### config.mk
export PLATFORM = sky130hd
export DESIGN_NAME = circular_list_table_engine
export DESIGN_NICKNAME = d
export VERILOG_FILES = /design/src/rtl/cltab_pkg.sv /design/src/rtl/circular_list_table_engine.sv
export SDC_FILE = /design/constraint.sdc
export NUM_CORES = 1
export LEC_CHECK = 0
export BUFFER_PORTS_ARGS = -buffer_cell sky130_fd_sc_hd__buf_2
export CAP_MARGIN = 20
export CORE_MARGIN = 5
export CORE_UTILIZATION = 29
export CTS_CLUSTER_DIAMETER = 40
export DETAILED_ROUTE_END_ITERATION = 6
export HOLD_SLACK_MARGIN = 0.15
export PLACE_DENSITY = 0.53
export SETUP_SLACK_MARGIN = 0.5
export SLEW_MARGIN = 20
export SYNTH_ARGS = -nofsm -noshare
export SYNTH_HDL_FRONTEND = slang
export SYNTH_SLANG_ARGS = --single-unit
### constraint.sdc
create_clock -name clock -period 13.2 [get_ports clock]
set_input_delay 1.98 -clock clock [delete_from_list [all_inputs] [get_ports clock]]
set_output_delay 1.98 -clock clock [all_outputs]
set_load 0.01 [all_outputs]
### src/rtl/cltab_pkg.sv
package cltab_pkg;

   localparam int CAPACITY = 16;

   localparam logic [2:0] CMD_PUT_FRONT = 3'd0;
   localparam logic [2:0] CMD_PUT_END   = 3'd1;
   localparam logic [2:0] CMD_PUT_BEFORE = 3'd2;
   localparam logic [2:0] CMD_DELETE    = 3'd3;
   localparam logic [2:0] CMD_SEARCH    = 3'd4;
   localparam logic [2:0] CMD_DUMP      = 3'd5;

   localparam logic [1:0] ST_OK       = 2'd0;
   localparam logic [1:0] ST_NO_KEY   = 2'd1;
   localparam logic [1:0] ST_EMPTY    = 2'd2;
   localparam logic [1:0] ST_FULL     = 2'd3;

endpackage

### src/rtl/circular_list_table_engine.sv
// insert front/end: S_ALLOC, S_LINK, then S_OUT; empty, full or unused command: S_OUT only
// key commands read one entry a cycle in S_CMP: on a match search goes to S_OUT, delete
// to S_DEL, insert before to S_ALLOC and S_LINK; no match after used_count entries: S_OUT
// dump: each entry is read in S_DRD and sent from S_DOUT, which waits while rsp_stall holds
// one request at a time; the next is taken once the response register is loaded
// synchronous active-high reset empties the list and refills the free stack in S_INIT
module circular_list_table_engine (
   input  logic        clock,
   input  logic        reset,
   input  logic        req_valid,
   output logic        req_stall,
   input  logic [2:0]  req_command,
   input  logic signed [31:0] req_value,
   input  logic signed [31:0] req_key,
   output logic        rsp_valid,
   input  logic        rsp_stall,
   output logic [1:0]  rsp_status,
   output logic [4:0]  rsp_position,
   output logic signed [31:0] rsp_entry_value,
   output logic [4:0]  rsp_entry_count,
   output logic        rsp_last
);
   localparam int CAPACITY = cltab_pkg::CAPACITY;
   localparam int AW = $clog2(CAPACITY);
   localparam int CW = $clog2(CAPACITY + 1);
   localparam logic [CW-1:0] CAP = CW'(CAPACITY);

   localparam logic [3:0] S_INIT = 4'd0, S_IDLE = 4'd1, S_RD = 4'd2, S_CMP = 4'd3,
      S_LINK = 4'd4, S_OUT = 4'd5, S_WAIT = 4'd6, S_DRD = 4'd7, S_DOUT = 4'd8,
      S_DEL = 4'd9, S_ALLOC = 4'd10;

   logic [31:0]   vmem [CAPACITY];
   logic [AW-1:0] lmem [CAPACITY];
   logic [AW-1:0] fmem [CAPACITY];

   logic [3:0]    state_ff, state_in;
   logic [2:0]    cmd_ff, cmd_in;
   logic [31:0]   val_ff, val_in, key_ff, key_in;
   logic [CW-1:0] ftop_ff, ftop_in, used_ff, used_in, idx_ff, idx_in;
   logic [AW-1:0] head_ff, head_in, tail_ff, tail_in;
   logic [AW-1:0] prev_ff, prev_in, cur_ff, cur_in;
   logic [1:0]    st_ff, st_in;
   logic [4:0]    pos_ff, pos_in;
   logic          rv_ff, rv_in;
   logic [1:0]    ost_ff, ost_in;
   logic [4:0]    opos_ff, opos_in, ocnt_ff, ocnt_in;
   logic [31:0]   oval_ff, oval_in;
   logic          olast_ff, olast_in;

   logic          vwe, lwe, lwe2, fwe;
   logic [AW-1:0] va, la, lwa, lwd, lwa2, lwd2, fa, fwd;
   logic [31:0]   vwd, vq;
   logic [AW-1:0] lq, fq;
   logic          full;

   always_ff @(posedge clock) begin
      if (vwe) vmem[va] <= vwd;
      vq <= vmem[va];
      if (lwe) lmem[lwa] <= lwd;
      if (lwe2) lmem[lwa2] <= lwd2;
      lq <= lmem[la];
      if (fwe) fmem[fa] <= fwd;
      fq <= fmem[fa];
   end

   assign full = (used_ff >= CAP) || (ftop_ff == '0);
   assign req_stall = (state_ff != S_IDLE);
   assign rsp_valid = rv_ff;
   assign rsp_status = ost_ff;
   assign rsp_position = opos_ff;
   assign rsp_entry_value = oval_ff;
   assign rsp_entry_count = ocnt_ff;
   assign rsp_last = olast_ff;

   always_comb begin
      state_in = state_ff; cmd_in = cmd_ff; val_in = val_ff; key_in = key_ff;
      ftop_in = ftop_ff; used_in = used_ff; idx_in = idx_ff;
      head_in = head_ff; tail_in = tail_ff; prev_in = prev_ff; cur_in = cur_ff;
      st_in = st_ff; pos_in = pos_ff;
      rv_in = rv_ff && rsp_stall;
      ost_in = ost_ff; opos_in = opos_ff; oval_in = oval_ff; ocnt_in = ocnt_ff;
      olast_in = olast_ff;
      vwe = 1'b0; vwd = val_ff; va = cur_ff;
      lwe = 1'b0; lwa = cur_ff; lwd = head_ff;
      lwe2 = 1'b0; lwa2 = tail_ff; lwd2 = cur_ff;
      la = cur_ff;
      fwe = 1'b0; fa = AW'(ftop_ff - 1'b1); fwd = cur_ff;
      case (state_ff)
         S_INIT: begin
            fwe = 1'b1; fa = idx_ff[AW-1:0]; fwd = idx_ff[AW-1:0];
            idx_in = idx_ff + 1'b1;
            if (idx_ff == CAP - 1'b1) state_in = S_IDLE;
         end
         S_IDLE: begin
            if (req_valid) begin
               cmd_in = req_command; val_in = req_value; key_in = req_key;
               st_in = cltab_pkg::ST_OK; pos_in = '0; idx_in = '0;
               prev_in = tail_ff; cur_in = head_ff;
               state_in = S_OUT;
               case (req_command)
                  cltab_pkg::CMD_PUT_FRONT, cltab_pkg::CMD_PUT_END:
                     if (full) st_in = cltab_pkg::ST_FULL;
                     else state_in = S_ALLOC;
                  cltab_pkg::CMD_PUT_BEFORE:
                     if (used_ff == '0) st_in = cltab_pkg::ST_EMPTY;
                     else if (full) st_in = cltab_pkg::ST_FULL;
                     else state_in = S_RD;
                  cltab_pkg::CMD_DELETE, cltab_pkg::CMD_SEARCH:
                     if (used_ff == '0) st_in = cltab_pkg::ST_EMPTY;
                     else state_in = S_RD;
                  cltab_pkg::CMD_DUMP:
                     if (used_ff == '0) st_in = cltab_pkg::ST_EMPTY;
                     else state_in = S_DRD;
                  default: ;
               endcase
            end
         end
         S_RD: begin
            va = cur_ff; la = cur_ff;
            state_in = S_CMP;
         end
         S_CMP: begin
            if (vq == key_ff) begin
               pos_in = 5'(idx_ff + 1'b1);
               if (cmd_ff == cltab_pkg::CMD_SEARCH) state_in = S_OUT;
               else if (cmd_ff == cltab_pkg::CMD_DELETE) state_in = S_DEL;
               else state_in = S_ALLOC;
            end else if (idx_ff + 1'b1 >= used_ff) begin
               st_in = cltab_pkg::ST_NO_KEY;
               state_in = S_OUT;
            end else begin
               idx_in = idx_ff + 1'b1;
               prev_in = cur_ff; cur_in = lq;
               va = lq; la = lq;
               state_in = S_CMP;
            end
         end
         S_ALLOC: begin
            fa = AW'(ftop_ff - 1'b1);
            state_in = S_LINK;
         end
         S_LINK: begin
            vwe = 1'b1; va = fq; vwd = val_ff;
            ftop_in = ftop_ff - 1'b1;
            used_in = used_ff + 1'b1;
            lwe = 1'b1; lwa = fq;
            if (cmd_ff == cltab_pkg::CMD_PUT_BEFORE && cur_ff != head_ff) begin
               lwd = cur_ff;
               lwe2 = 1'b1; lwa2 = prev_ff; lwd2 = fq;
            end else if (used_ff == '0) begin
               lwd = fq; head_in = fq; tail_in = fq;
            end else begin
               lwd = head_ff;
               lwe2 = 1'b1; lwa2 = tail_ff; lwd2 = fq;
               if (cmd_ff == cltab_pkg::CMD_PUT_END) tail_in = fq;
               else head_in = fq;
            end
            pos_in = '0;
            state_in = S_OUT;
         end
         S_DEL: begin
            // lq holds next of cur
            if (used_ff == CW'(1)) begin
               head_in = '0; tail_in = '0;
            end else if (cur_ff == head_ff) begin
               head_in = lq;
               lwe = 1'b1; lwa = tail_ff; lwd = lq;
            end else begin
               lwe = 1'b1; lwa = prev_ff; lwd = lq;
               if (cur_ff == tail_ff) tail_in = prev_ff;
            end
            if (ftop_ff < CAP) begin
               fwe = 1'b1; fa = ftop_ff[AW-1:0]; fwd = cur_ff;
               ftop_in = ftop_ff + 1'b1;
            end
            used_in = used_ff - 1'b1;
            pos_in = '0;
            state_in = S_OUT;
         end
         S_OUT: begin
            if (!rv_ff || !rsp_stall) begin
               rv_in = 1'b1; ost_in = st_ff;
               opos_in = (cmd_ff == cltab_pkg::CMD_SEARCH) ? pos_ff : '0;
               oval_in = '0; ocnt_in = 5'(used_ff); olast_in = 1'b1;
               state_in = S_IDLE;
            end
         end
         S_DRD: begin
            va = cur_ff; la = cur_ff;
            state_in = S_DOUT;
         end
         S_DOUT: begin
            if (!rv_ff || !rsp_stall) begin
               rv_in = 1'b1; ost_in = cltab_pkg::ST_OK; opos_in = '0;
               oval_in = vq; ocnt_in = 5'(used_ff);
               olast_in = (idx_ff + 1'b1 >= used_ff);
               idx_in = idx_ff + 1'b1; cur_in = lq;
               state_in = olast_in ? S_IDLE : S_DRD;
            end
         end
         default: state_in = S_IDLE;
      endcase
   end

   always_ff @(posedge clock) begin
      if (reset) begin
         state_ff <= S_INIT; ftop_ff <= CAP; used_ff <= '0; idx_ff <= '0;
         head_ff <= '0; tail_ff <= '0; rv_ff <= 1'b0;
      end else begin
         state_ff <= state_in; ftop_ff <= ftop_in; used_ff <= used_in;
         idx_ff <= idx_in; head_ff <= head_in; tail_ff <= tail_in; rv_ff <= rv_in;
      end
      cmd_ff <= cmd_in; val_ff <= val_in; key_ff <= key_in;
      prev_ff <= prev_in; cur_ff <= cur_in;
      st_ff <= st_in; pos_ff <= pos_in;
      ost_ff <= ost_in; opos_ff <= opos_in; oval_ff <= oval_in;
      ocnt_ff <= ocnt_in; olast_ff <= olast_in;
   end
endmodule

# Word level (Yosys, flattened, before mapping)
# Memory sizes are Yosys's and may differ from the RTL's. A register that Yosys moved wholly into a read port is not among the register bits.
# Index checks and enable logic that the tools add are counted.
# totals
ramBits,640
inputBits,71
register_bits,155
out_inout_bits,47
memories,3
elab_cells,207
# op_classes
reduce_logical,33
mux,104
n_lt_le_gt_ge,3
n_addsub,5
n_eq_ne,40
# memory_table
name,words,word_bits,rd,rd_ports_with_merged_regs,wr,line_no,rtl
vmem,16,32,1,1,1,circular_list_table_engine.sv:32,logic [31:0] vmem [CAPACITY];
fmem,16,4,1,1,1,circular_list_table_engine.sv:34,logic [AW-1:0] fmem [CAPACITY];
lmem,16,4,1,1,2,circular_list_table_engine.sv:33,logic [AW-1:0] lmem [CAPACITY];
# ops
op,count
$mux W4,38
$mux W32,2
$pmux W32 S2,1
$pmux W4 S2,7
$mux W5,9
$pmux W4 S9,1
$eq A32 B32 Y1,1
$pmux W5 S2,3
$mux W2,10
$ne A2 B2 Y1 const B,10
$pmux W5 S4,1
$mux W1,18
$pmux W4 S4,1
$reduce_and A4 Y1,4
$add A5 B1 Y5 const B,3
$mux W3,5
$ne A3 B3 Y1 const B,5
$pmux W5 S3,1
$eq A3 B2 Y1 const B,4
$eq A4 B3 Y1 const B,3
$eq A4 B4 Y1 const B,3
$pmux W4 S3,1
$logic_not A5 Y1,2
$reduce_and A5 Y1,2
other kinds (28),50

# Depth between registers and ports, before layout
# Gate-level depths: netlist of run 1.
# logic_depth
depth_word,7
depth_mapped,18
mapped_depth_nobuf,14

# Worst setup path after synthesis of run 1
# OpenSTA, ideal clock, no wires.
# synth_timing
path_type,reg-to-reg
start,register idx_ff[0]
end,memory vmem[2][0] (enable)
stages_incl_launch_ff,16
arrival_ns,6.115
path_buffers,3
setup_slack_ns,6.584
setup_time_ns,0.501
t_required_ns,12.699
synth_period_minus_slack_ns,6.616
cell_sequence,dfxtp_1 > ha_1 > and3_1 > ha_1 > inv_1 > ha_1 > nand4_1 > a21oi_1 > a2111oi_4 > a21boi_2 > buf_6 > nand3b_4 > nand2_2 > buf_2 > buf_1 > nor4_1
# synth_via
elab_chain_cells,5
# synth_lines
item,line_no,rtl
"start, declared",circular_list_table_engine.sv:39,"logic [CW-1:0] ftop_ff, ftop_in, used_ff, used_in, idx_ff, idx_in;"
"start signal, assigned",circular_list_table_engine.sv:211,idx_ff <= idx_in; head_ff <= head_in; tail_ff <= tail_in; rv_ff <= rv_in;
$add A5 B1 Y5,circular_list_table_engine.sv:128,end else if (idx_ff + 1'b1 >= used_ff) begin
$ge A5 B5 Y1,circular_list_table_engine.sv:128,
$mux W4 (2 in series),--,
$pmux W4 S2,circular_list_table_engine.sv:88,case (state_ff)
"end, declared",circular_list_table_engine.sv:32,
# Every way passes these cells.

# Worst setup path after layout of run 1
# layout_timing
start,register idx_ff[0]
end,memory vmem[1][22] (enable)
# Same word-level chain as after synthesis.

==> impl_metrics.yaml, run 1 <==
logic_synthesis:
  asyncSetResetFlopFracSynth_pct: 0
  yosys_warnings: 0
  synth_nets: 2568
  synth-edff-count: 767
  ys_seq_elements: 835
  syn_inst: 2484
  syn-mean-instance-area_um2: 14.1
  synth.distinct_cells: 67
  synth_area_um2: 34900
  synth-main-ff-cell: "edfxtp_1"
  seq_area_frac_synth_pct: 69.9
timing:
  drv_slew: 0
  setup_viol: 0
  worst_slack_ps: 7150
  post-route-min-period_ps: 6050
  final.setup.tns_ps: 0
  slew_headroom_pct: 29.0
  fin_crit_sh_pct: 45.9
  fmax_mhz: 165
  rsz0062_at_grt: "no"
  clock_skew_ps: 28.9
  hold_viol_final: 0
  worst_slew_pin_slew_ps: 1070
grt:
  grt_pass1_vias: 21100
  use_met1_pct: 21.8
  grt.busiest_layer: "met2"
  track_usage_pct: 14.9
  grt.met3_usage_pct: 2.49
  grtUsageMet2_pct: 22.8
  antenna_found_initial: 10
  overflow: 0
  grt_pass1_wl_mm: 143
  grt_max_degree: 161
final_layout:
  nets: 2666
  drive_gt1_share_pct: 15.8
  final_common_cell: "edfxtp_1"
  area_delta_synth_final_pct: 18.9
  layout_common_cells: "edfxtp_1 (767), nand2_1 (205), and3_1 (167)"
clocking:
  cts_tree: "done"
  cts_buffers: 118
  clockBufferDepth: 3
  cts_setup_buffers: 0
  cts_max_level: 3
  clock_sinks: 835
  cts.clk_slew.worst_paths_ps: 60
  clock_latency_ps: 700
  cts_hold_buf: 0
  clockRootBuffer: "clkbuf_16"
  ctsResizeCount: 0
setup_path:
  critPathCaptureType: "flip-flop"
  cp.arrival_ps: 6420
  worstPathRequired_ps: 13560
  critPathLaunchType: "flip-flop"
  worstSetupPathType: "reg -> reg"
  path_max_fanout: 160
place:
  gp_congestion: 0.827
  dp_slack_ps: 7130
  dp_hpwl_mm: 59.4
  io_buffers: 117
floorplanning:
  die_h_um: 357
  dieWidth_um: 357
  fp-row-count: 127
  io_pins: 118
  coreArea_um2: 120000
  start_util_pct: 29.1
  die_area_um2: 127000
run_status:
  outcome: "finished clean"
power_and_ir_drop:
  leakage_uw: 0.0145
  power_density_nw_per_um2: 160
  ir_drop_mv: 0.0992
routing:
  wirelength_mm: 97.8
  routedWlPerCell_um: 22.7
  drc: 0
  ant_nets: 0
  vias: 21600
  drt_pass1_iterations: 5
  viasPerCell: 5.03
  drtIter0Drc: 1590
run:
  max_cap_viol_count: 0
min_path:
  hp-class: "reg -> reg"
## metrics by stage
step	instance area [µm²]	utilization [%]	cells	total power, µW	hold slack, ps
finish	41500	34.6	4302	6620	456
global route	41500	34.6	4302	6840	508
CTS	41500	34.6	4299	6690	456
detailed placement	37400	31.2	4073	3440	448
global placement	37300	31.2	4073	3430	442
floorplan	34900	-	2484	3280	432
## worst max-delay path, stage by stage, from the launching register on
cell and delay [ps]:
dfxtp_1 380, ha_1 250, and3_1 180, ha_1 310, inv_1 60, ha_1 350
nand4_1 100, a21oi_1 300, a2111oi_4 130, a21boi_2 190, nand3b_4 670, buf_12 560
and2_4 360, buf_4 430, nor3_4 840, buf_4 420
## flip-flops by register name, indices dropped and copies added (netlist names), 5 cells and up
register         flops
used_ff              5
rsp_entry_count      5
idx_ff               5
lmem                64
ftop_ff              5
key_ff              32
val_ff              32
rsp_entry_value     32
fmem                64
vmem               512
rsp_position         5
pos_ff               5
vq                  32
## path summary, 6_finish.rpt
check / from / end / slack (ps) / depth (start not counted)
setup reg to reg: idx_ff[0] / vmem[1][22] / 7150 / 15
hold reg to reg: idx_ff[4] / idx_ff[4] / 460 / 2
hold / removal: idx_ff[4] / idx_ff[4] / 460 / 2
setup / recovery: idx_ff[0] / vmem[1][22] / 7150 / 15
## synthesized netlist by cell type, drive strengths merged (9+ instances only)
cell type / count / area [µm²]
nor2: 74 / 280
nor2b: 10 / 62.6
clkbuf: 132 / 495
nand2: 206 / 776
xor2: 38 / 333
edfxtp: 767 / 23000
o22ai: 58 / 363
a21oi: 91 / 467
a211oi: 138 / 1040
buf: 56 / 295
nor3: 31 / 165
o31ai: 68 / 510
a32oi: 33 / 289
inv: 25 / 93.8
o21a: 9 / 67.6
ha: 13 / 163
o21ai: 36 / 180
nand2b: 14 / 87.6
a21boi: 68 / 514
dfxtp: 68 / 1360
and2: 48 / 300
a211o: 32 / 280
a31oi: 9 / 56.3
nor4: 14 / 93.8
xnor2: 11 / 96.3
nand3: 15 / 75.1
and3: 167 / 1040
mux2i: 170 / 1700
a221oi: 14 / 129
## final cells by class
class	count	area [µm²]
Tap cell	1612	2020
Clock buffer	135	3060
Antenna cell	2	5.00
Multi-Input combinational cell	1436	9890
Timing Repair Buffer	166	978
Inverter	25	93.8
Fill cell	11600	78300
Clock inverter	91	1070
Sequential cell	835	24400
## layer usage
layer / wire [µm] / up-vias
met4: 2430 / 2
met5: 9 / -
met2: 44100 / 625
met1: 46000 / 10900
li1: - / 9917
met3: 5220 / 169
## cell families (layout without fill, tap and decap cells)
| group | count (synthesis) | in the layout | synth area share (%) |
|---|---|---|---|
| adder cells (fa/ha/maj) | 13 | 13 | 0.466 |
| buffers and inverters | 213 | 417 | 2.53 |
| other | 0 | 2 | 0 |
| AO/OA/AOI/OAI | 591 | 591 | 12.0 |
| multiplexers | 171 | 171 | 4.91 |
| flip-flops | 835 | 835 | 69.9 |
| AND/OR/NAND/NOR | 612 | 612 | 8.97 |
| XOR/XNOR | 49 | 49 | 1.23 |
## power breakdown
part	total, µW	leakage [µW]	switching [µW]	internal, µW
clock network	3240	0.00201	1290	1950
registers	3010	0.00745	72.7	2940
logic	366	0.00501	237	129
Power figures use the tool's default switching activity.
==> run 2, diff against run 1 <==
clock period = 6.35 ns   (was 13.2 ns; I/O delays follow)
==> run 2 against run 1 <==
Effect of this change: via count barely moved; sequential share of layout area decreased by 0.19 points; power up 110%; critical path type unchanged; final area up 0.32%.
==> impl_metrics.yaml, run 2 (synthesis results as in run 1) <==
final_layout:
  n_antenna_cell: 0
  final_common_cell: "edfxtp_1"
  top_register: "vmem"
  drive_gt1_share_pct: 15.7
  area_delta_synth_final_pct: 19.2
  nFillCells: 11600
  multi_input_area_um2: 9890
  biggestRegsByFlops: "vmem: 512 flops, fmem: 64 flops, lmem: 64 flops"
  largest_reg_flops: 512
  nets: 2675
  layout_common_cells: "edfxtp_1 (767), nand2_1 (205), and3_1 (167)"
  regArea_um2: 24400
floorplanning:
  dieWidth_um: 357
  fp-row-count: 127
  coreArea_um2: 120000
  io_pins: 118
  die_h_um: 357
  die_area_um2: 127000
  start_util_pct: 29.1
routing:
  drtIter0Drc: 2012
  drc: 0
  ant_nets: 0
  vias: 21600
  viasPerCell: 5.02
  wirelength_mm: 99.1
  drt_pass1_iterations: 5
  routedWlPerCell_um: 23.0
timing:
  final.setup.tns_ps: 0
  fmax_mhz: 190
  setup_viol: 0
  hold_slack_ps: 433
  drv_slew: 0
  post-route-min-period_ps: 5250
  clock_skew_ps: 38.7
  rsz0062_at_grt: "no"
  fin_crit_sh_pct: 82.7
  slew_headroom_pct: 26.7
  hold_viol_final: 0
  worst_slew_pin_slew_ps: 1100
clocking:
  clockBufferDepth: 3
  clock_latency_ps: 700
  cts_buffers: 118
  cts_hold_buf: 0
  clockRootBuffer: "clkbuf_16"
  clock_sinks: 835
  cts.clk_slew.worst_paths_ps: 60
  cts_setup_buffers: 0
  cts_max_level: 3
  cts_tree: "done"
  ctsResizeCount: 0
power_and_ir_drop:
  power_density_nw_per_um2: 331
  leakage_uw: 0.0145
  p_total_uw: 13800
  ir_drop_mv: 0.238
setup_path:
  path_max_fanout: 40
  crit_top_cell: "ha_1"
  crit_path_max_incr_delay_ps: 600
  worstPathRequired_ps: 6680
  cp_cell_sequence: "ha_1 > and3_1 > ha_1 > inv_1 > ha_1 > nand4_1 > a21oi_1 > a2111oi_4 > a21boi_2 > nor2_2 > a221o_4 > or3_1 > nor2_4 > buf_4"
  critPathLaunchType: "flip-flop"
  critPathCaptureType: "flip-flop"
  cp_num_buf_inv: 2
  cp_top_family: "compound AO/OA/AOI/OAI gates"
  cp.arrival_ps: 5580
  slowest_stage: "a221o_4"
  worstSetupPathType: "reg -> reg"
run_status:
  outcome: "finished clean"
run:
  max_cap_viol_count: 0
grt:
  overflow: 0
  grt_pass1_vias: 21000
  grt_max_degree: 159
  antenna_found_initial: 5
  grt_pass1_wl_mm: 145
  track_usage_pct: 15.1
place:
  gp_congestion: 0.804
  dp_hpwl_mm: 59.7
  io_buffers: 117
min_path:
  hp-class: "in -> reg"
run 2: final cells by class:
cell class	instances	area share, %
Clock inverter	87	2.47
Timing Repair Buffer	175	2.61
Clock buffer	139	7.50
Sequential cell	835	58.6
Multi-Input combinational cell	1436	23.8
Tap cell	1612	4.84
Inverter	25	0.225
run 2: path summary, 6_finish.rpt:
check | endpoint | slack [ps] | start | cells past startpoint
max | vmem[9][8] | 1100 | idx_ff[0] | 14
min | val_ff[1] | 430 | req_value[1] | 1
max reg2reg | vmem[9][8] | 1100 | idx_ff[0] | 14
min reg2reg | idx_ff[4] | 460 | idx_ff[4] | 2
run 2: stage by stage:
stage	utilization [%]	setup slack [ps]	cells	cell area [µm²]
after floorplan	-	483	2484	34900
after global placement	31.2	1130	4081	37400
after detailed placement	31.3	1050	4081	37400
after CTS	34.7	1020	4307	41600
after global routing	34.8	843	4309	41600
final	34.8	1100	4309	41600
run 2: metal layers:
metal  share of wire, %  wire, µm  GRT usage [%]
met2                 45     44400           23.1
met3                6.0      5920           2.85
met4                1.9      1850           3.25
met5                  0         0              0
met1                 47     47000           22.3
run 2: where the power goes:
| part | leakage (µW) | total (µW) | internal [µW] | switching (µW) |
|---|---|---|---|---|
| Sequential | 0.00745 | 6280 | 6110 | 161 |
| Combinational | 0.00507 | 755 | 269 | 486 |
| Clock | 0.00199 | 6760 | 4180 | 2580 |
run 2: worst register-to-register path, stage by stage, from the launching register on:
cell and delay, ps:
dfxtp_1 390, ha_1 250, and3_1 190, ha_1 300, inv_1 50, ha_1 330
nand4_1 90, a21oi_1 80, a2111oi_4 470, a21boi_2 580, nor2_2 140, a221o_4 600
or3_1 600, nor2_4 370, buf_4 440
